==> src/rtl/core/ping_pong_stereo_delay_macros.svh <==
// Assertion helpers for the ping-pong delay core.
`ifndef PING_PONG_STEREO_DELAY_MACROS_SVH
`define PING_PONG_STEREO_DELAY_MACROS_SVH

// Same-cycle implication, disabled while reset is asserted.
`define PPSD_ASSERT_NOW(label, clk, rst_n, ante, cons, msg) \
  label: assert property (@(posedge clk) disable iff (!rst_n) (ante) |-> (cons)) \
    else $error(msg);

// Next-cycle implication, disabled while reset is asserted.
`define PPSD_ASSERT_NEXT(label, clk, rst_n, ante, cons, msg) \
  label: assert property (@(posedge clk) disable iff (!rst_n) (ante) |=> (cons)) \
    else $error(msg);

`endif

==> src/rtl/core/ppsd_pkg.sv <==
package ppsd_pkg;

  localparam int SAMPLE_BITS   = 16;
  localparam int DEPTH_DEFAULT = 65536;

  // register widths
  localparam int DELAY_W   = 16;
  localparam int FB_W      = 15;
  localparam int WET_W     = 16;
  localparam int CFG_W     = 16;
  localparam int CFG_IDX_W = 2;

  // register indexes
  localparam logic [CFG_IDX_W-1:0] CFG_ENABLE   = 2'd0;
  localparam logic [CFG_IDX_W-1:0] CFG_DELAY    = 2'd1;
  localparam logic [CFG_IDX_W-1:0] CFG_FEEDBACK = 2'd2;
  localparam logic [CFG_IDX_W-1:0] CFG_WET      = 2'd3;

  // register reset values
  localparam logic               RST_ENABLE   = 1'b0;
  localparam logic [DELAY_W-1:0] RST_DELAY    = 16'd18000;
  localparam logic [FB_W-1:0]    RST_FEEDBACK = 15'd13107;
  localparam logic [WET_W-1:0]   RST_WET      = 16'd9830;

  // Q1.15 unity and derived arithmetic widths
  localparam int                 UNITY_W = 17;
  localparam logic [UNITY_W-1:0] UNITY   = 17'd32768;
  localparam int FBP_W = SAMPLE_BITS + FB_W + 1;
  localparam int MP_W  = SAMPLE_BITS + UNITY_W + 1;
  localparam int SUM_W = MP_W + 1;

  localparam logic signed [SUM_W-1:0] SAT_MAX = SUM_W'(2**(SAMPLE_BITS-1) - 1);
  localparam logic signed [SUM_W-1:0] SAT_MIN = SUM_W'(-(2**(SAMPLE_BITS-1)));

  // output queue
  localparam int QUEUE_DEPTH = 4;
  localparam int QUEUE_AW    = 2;
  localparam int CNT_W       = 3;

  typedef logic signed [SAMPLE_BITS-1:0] sample_t;

  typedef struct packed {
    sample_t left_in;
    sample_t right_in;
  } in_pair_t;

  typedef struct packed {
    sample_t left_out;
    sample_t right_out;
  } out_pair_t;

  typedef struct packed {
    sample_t left;
    sample_t right;
  } store_word_t;

  // word in the read-data stage handed to the arithmetic
  typedef struct packed {
    logic    valid;
    logic    en;
    sample_t x_l;
    sample_t x_r;
    sample_t e_l;
    sample_t e_r;
  } s1_t;

  function automatic sample_t sat(input logic signed [SUM_W-1:0] v);
    logic signed [SUM_W-1:0] c;
    begin
      if (v > SAT_MAX) begin
        c = SAT_MAX;
      end else if (v < SAT_MIN) begin
        c = SAT_MIN;
      end else begin
        c = v;
      end
      sat = c[SAMPLE_BITS-1:0];
    end
  endfunction

endpackage

==> src/rtl/core/ppsd_outq.sv <==
module ppsd_outq (
  input  logic                 clk,
  input  logic                 rst_n,
  input  logic                 wr_en,
  input  ppsd_pkg::out_pair_t  wr_data,
  output logic                 rd_valid,
  input  logic                 rd_pop,
  output ppsd_pkg::out_pair_t  rd_data
);
  import ppsd_pkg::*;

  out_pair_t           q [QUEUE_DEPTH];
  logic [QUEUE_AW-1:0] wr_ptr_r, rd_ptr_r;
  logic [CNT_W-1:0]    cnt_r;

  always_ff @(posedge clk) begin
    if (wr_en) begin
      q[wr_ptr_r] <= wr_data;
    end
  end

  always_ff @(posedge clk) begin
    if (!rst_n) begin
      wr_ptr_r <= '0;
      rd_ptr_r <= '0;
      cnt_r    <= '0;
    end else begin
      if (wr_en) begin
        wr_ptr_r <= wr_ptr_r + 1'b1;
      end
      if (rd_pop) begin
        rd_ptr_r <= rd_ptr_r + 1'b1;
      end
      cnt_r <= cnt_r + CNT_W'(wr_en) - CNT_W'(rd_pop);
    end
  end

  assign rd_valid = (cnt_r != '0);
  assign rd_data  = q[rd_ptr_r];

endmodule

==> config.mk <==
export PLATFORM = sky130hd
export DESIGN_NAME = ppsd_outq
export DESIGN_NICKNAME = d
export VERILOG_FILES = /design/src/rtl/core/ping_pong_stereo_delay_macros.svh /design/src/rtl/core/ppsd_pkg.sv /design/src/rtl/core/ppsd_outq.sv
export SDC_FILE = /design/constraint.sdc
export NUM_CORES = 1
export LEC_CHECK = 0
export BUFFER_PORTS_ARGS = -buffer_cell sky130_fd_sc_hd__buf_2
export CAP_MARGIN = 20
export CORE_AREA = 8 8 147 149
export DETAILED_ROUTE_END_ITERATION = 6
export DIE_AREA = 0 0 155 157
export PLACE_DENSITY_LB_ADDON = 0.2
export SETUP_SLACK_MARGIN = 0.1
export SLEW_MARGIN = 10
export SYNTH_ARGS = -nofsm -noshare
export SYNTH_HDL_FRONTEND = slang
export SYNTH_SLANG_ARGS = --single-unit
export TNS_END_PERCENT = 20
==> constraint.sdc <==
create_clock -name clk -period 2.9 [get_ports clk]
set_input_delay 0.58 -clock clk [delete_from_list [all_inputs] [get_ports clk]]
set_output_delay 0.58 -clock clk [all_outputs]
set_load 0.05 [all_outputs]
### After elaboration in Yosys (flattened, before gate mapping)

Memories as Yosys holds them, arrays and structs flattened. A register that Yosys moved wholly into a read port is not among the register bits.
Index checks and enable logic that the tools add are counted.

* multiplexer cells: 4
* add/subtract/negate cells: 4
* bitwise logic cells: 0
* shifts and indexed selects: 0
* reductions and logical operators: 1
* divide/modulo/power cells: 0
* $lt $le $gt $ge: 0
* multipliers: 0
* equal/unequal tests: 0

Operator list (count)
* adder 2 x 1 -> 2 bit (second input constant): 2
* two-way mux 2 bit: 2
* adder 3 x 1 -> 3 bit: 1
* nonzero test 3 bit: 1
* subtractor 3 x 1 -> 3 bit: 1
* two-way mux 1 bit: 2

* memories kept: 1
* flip-flop bits (word level): 7
* input bits: 36
* memory bits (read-only): 0
* latch bits: 0
* bits in writable memories: 128

Memory list
* q: words 4, width 32, rd ports 1, clocked after memory_dff 1, write ports 1, RTL line ppsd_outq.sv:12 `out_pair_t q [QUEUE_DEPTH];`

### Logic depth before layout (Yosys ltp)

* word-level depth: 3
* depth in mapped cells: 7

### Worst setup path after synthesis

OpenSTA, ideal clock, no wires.

* kind: register to output
* start point: register (tool-made name)
* end point: output rd_data[0] in the netlist's numbering
* path slack: 1080 ps
* data arrival time: 1240 ps
* stages on the path, launching flop included: 3
* path through: dfxtp_1 -> buf_6 -> mux4_1

RTL lines
* end: declaration: RTL line ppsd_outq.sv:8 `output ppsd_pkg::out_pair_t rd_data`

==> results.cfg <==
[clocking]
postCtsResizedCells = 0
htreeDepth = 4
cts_hold_buf = 0
clockRootBuffer = clkbuf_16
cts_buffer_depth = 2
clkTransAtPathRegs_ns = 0.06
cts_tree = yes
cts-buffers-inserted = 17
clock_latency_ns = 0.41
post_cts_buffers = 0
clock-sinks = 137

[detailed_routing]
totalWireLength_um = 9910
drt_iter0_drc = 108
drc_errors = 0
vias = 2300
postRouteAntennaNets = 0
viasPerCell = 4.01
dr.pass1.iters = 4
wl_per_cell_um = 17.3

[yosys]
ys_ff_latch = 137
synth_area_mm2 = 0.00510
yosys.area.top_type_share_pct = 75.4
synth_top_area_cell = edfxtp_1
seq_area_frac_synth_pct = 79.0
synthTopCellsByArea = edfxtp_1, mux4_2, dfxtp_1, ha_1, buf_12
syn-mean-instance-area_um2 = 24.4
ys.warnings.count = 0
synthCells = 209
syn-num-nets = 252
synth.distinct_cells = 19

[finish]
nets = 340
utilization_pct = 33.2
n_fill_cell = 1827
multi_input_area_um2 = 965
diodes = 0
area_growth_pct = 25.3
drive_above_1_share_pct = 45.3
regArea_mm2 = 0.00403
postLayoutCellArea_mm2 = 0.00638

[power]
ir_drop_mv = 0.413
p_per_area_mw_per_mm2 = 813
leakagePower_nw = 2.17

[placed_design]
placed_area_mm2 = 0.00577
place_worst_setup_slack_ns = 0.892
hpwlAfterDp_um = 6250
gp_congestion = 0.644
portBuffers = 68

[worst_setup_path]
crit_arrival_ns = 1.82
required_ns = 2.32
crit_fanout = 24
critPathKind = flip-flop to primary output
crit_path_end_kind = primary output
cp-start-kind = flip-flop
ff2ff_path_depth = 4
worst-r2r-setup-slack_ns = 1.19
r2r_start = wr_ptr_r[1]
endpoint = rd_data[0]
regToRegEndpoint = q[1][5]

[global_route]
grt_max_degree = 31
grt_pass1_vias = 2648
grt_use_met3_pct = 4.11
grt_use_total_pct = 8.83
grt_overflow_total = 0
grt_antenna_before_repair = 1
grtUsageMet2_pct = 14.1
met1_usage_pct = 9.75
grt_pass1_wl_um = 15400
top_usage_layer = met2

[timing]
setup_slack_ns = 0.498
post-route-period-util_pct = 82.8
clock-skew-final_ns = 0.00586
finalSetupViolCount = 0
max_freq_ghz = 0.416
hold_ws_ns = 0.384
hold_viol_final = 0
final_max_slew_viol_count = 0
max_slew_margin_pct = 57.1
worst_pin_slew_ns = 0.643
min_period_ns = 2.40
rsz0062_at_grt = false
tns_ns = 0

[die]
io_pins = 69
die_area_mm2 = 0.0243
rows = 51
start_util_pct = 26.5
die_h_um = 157
die_x_um = 155
core-area_mm2 = 0.0192

[min_path]
hold_path.class = input port to flip-flop

[run_status]
outcome = complete, no violations

[job]
max-cap-violations = 0
[logic make-up (layout without fill, tap and decap cells)]
| group | count (synthesis) | count (layout) | share of synthesized area, % |
|---|---|---|---|
| and+or+nand+nor | 13 | 13 | 1.38 |
| xor gates and xnor gates | 3 | 3 | 0.810 |
| muxes | 33 | 33 | 14.5 |
| AOI/OAI and AO/OA | 2 | 2 | 0.295 |
| buffers and inverters | 14 | 114 | 2.21 |
| DFF | 137 | 137 | 79.0 |
| adders and majority gates | 7 | 7 | 1.87 |
[cells in the final DEF (no fill, tap or decap), types with 2 or more instances in the layout]
cell        instances
and2_1              2
and2_2              4
buf_12              2
buf_2              68
buf_4               6
bufinv_16           4
clkbuf_1            3
clkbuf_16          17
clkinv_4            2
clkinvlp_4          3
dfxtp_1             7
dfxtp_2             2
edfxtp_1          128
ha_1                6
inv_1               7
mux4_1              2
mux4_2             30
nor2_1              5
xnor2_1             2
[cell usage after synthesis, drive strengths merged]
cell type,n
dfxtp,9
inv,7
nand3b,1
nor2,5
ha,6
edfxtp,128
a21bo,1
or3,1
xor3,1
mux2i,1
and2,6
xnor2,2
a21oi,1
mux4,32
fa,1
buf,7
[final cells by class]
class	count	area share, %
inverter	7	0.412
tap	265	5.19
multi-input combinational	58	15.1
sequential	137	63.1
clock inverter	11	2.70
clock buffer	20	6.84
timing repair buffer	76	6.66
[per-layer routing]
metal,share of wire (%),vias to the layer above
met5,0.13,-
met4,1.9,2
met3,6.8,15
met2,48,55
met1,43,1188
li1,-,1040
[state kept, by name (all words and copies together) (netlist names), named ones only]
register,count
q,128
rd_ptr_r,2
cnt_r,3
wr_ptr_r,2
[power breakdown]
group	switching [mW]	internal, mW	total [mW]
registers	0.0322	2.27	2.31
logic	0.453	0.223	0.677
clock network	0.775	1.43	2.21
[how the worst min path moves through the flow]
stage	from	to	slack, ns	depth (start not counted)
final	wr_data[11]	q[3][11]	0.38	1
after global routing	wr_data[11]	q[3][11]	0.36	1
after CTS	wr_data[11]	q[3][11]	0.36	1
after detailed placement	rd_ptr_r[0]	flip-flop	0.53	2
after global placement	rd_ptr_r[0]	flip-flop	0.52	2
after floorplan	rd_ptr_r[1]	flip-flop	0.50	2
[worst max-delay path, cell delays in order, from the launching register on]
cell and delay [ns]:
dfxtp_2 0.35, buf_12 0.24, mux4_1 0.59, buf_2 0.23
[stage by stage]
step / cells / power (mW)
floorplan: 209 / 2.86
global placement: 543 / 3.04
detailed placement: 543 / 3.04
CTS: 574 / 5.28
global route: 574 / 5.40
finish: 574 / 5.19
No activity file was read; power rests on OpenSTA's default activity.
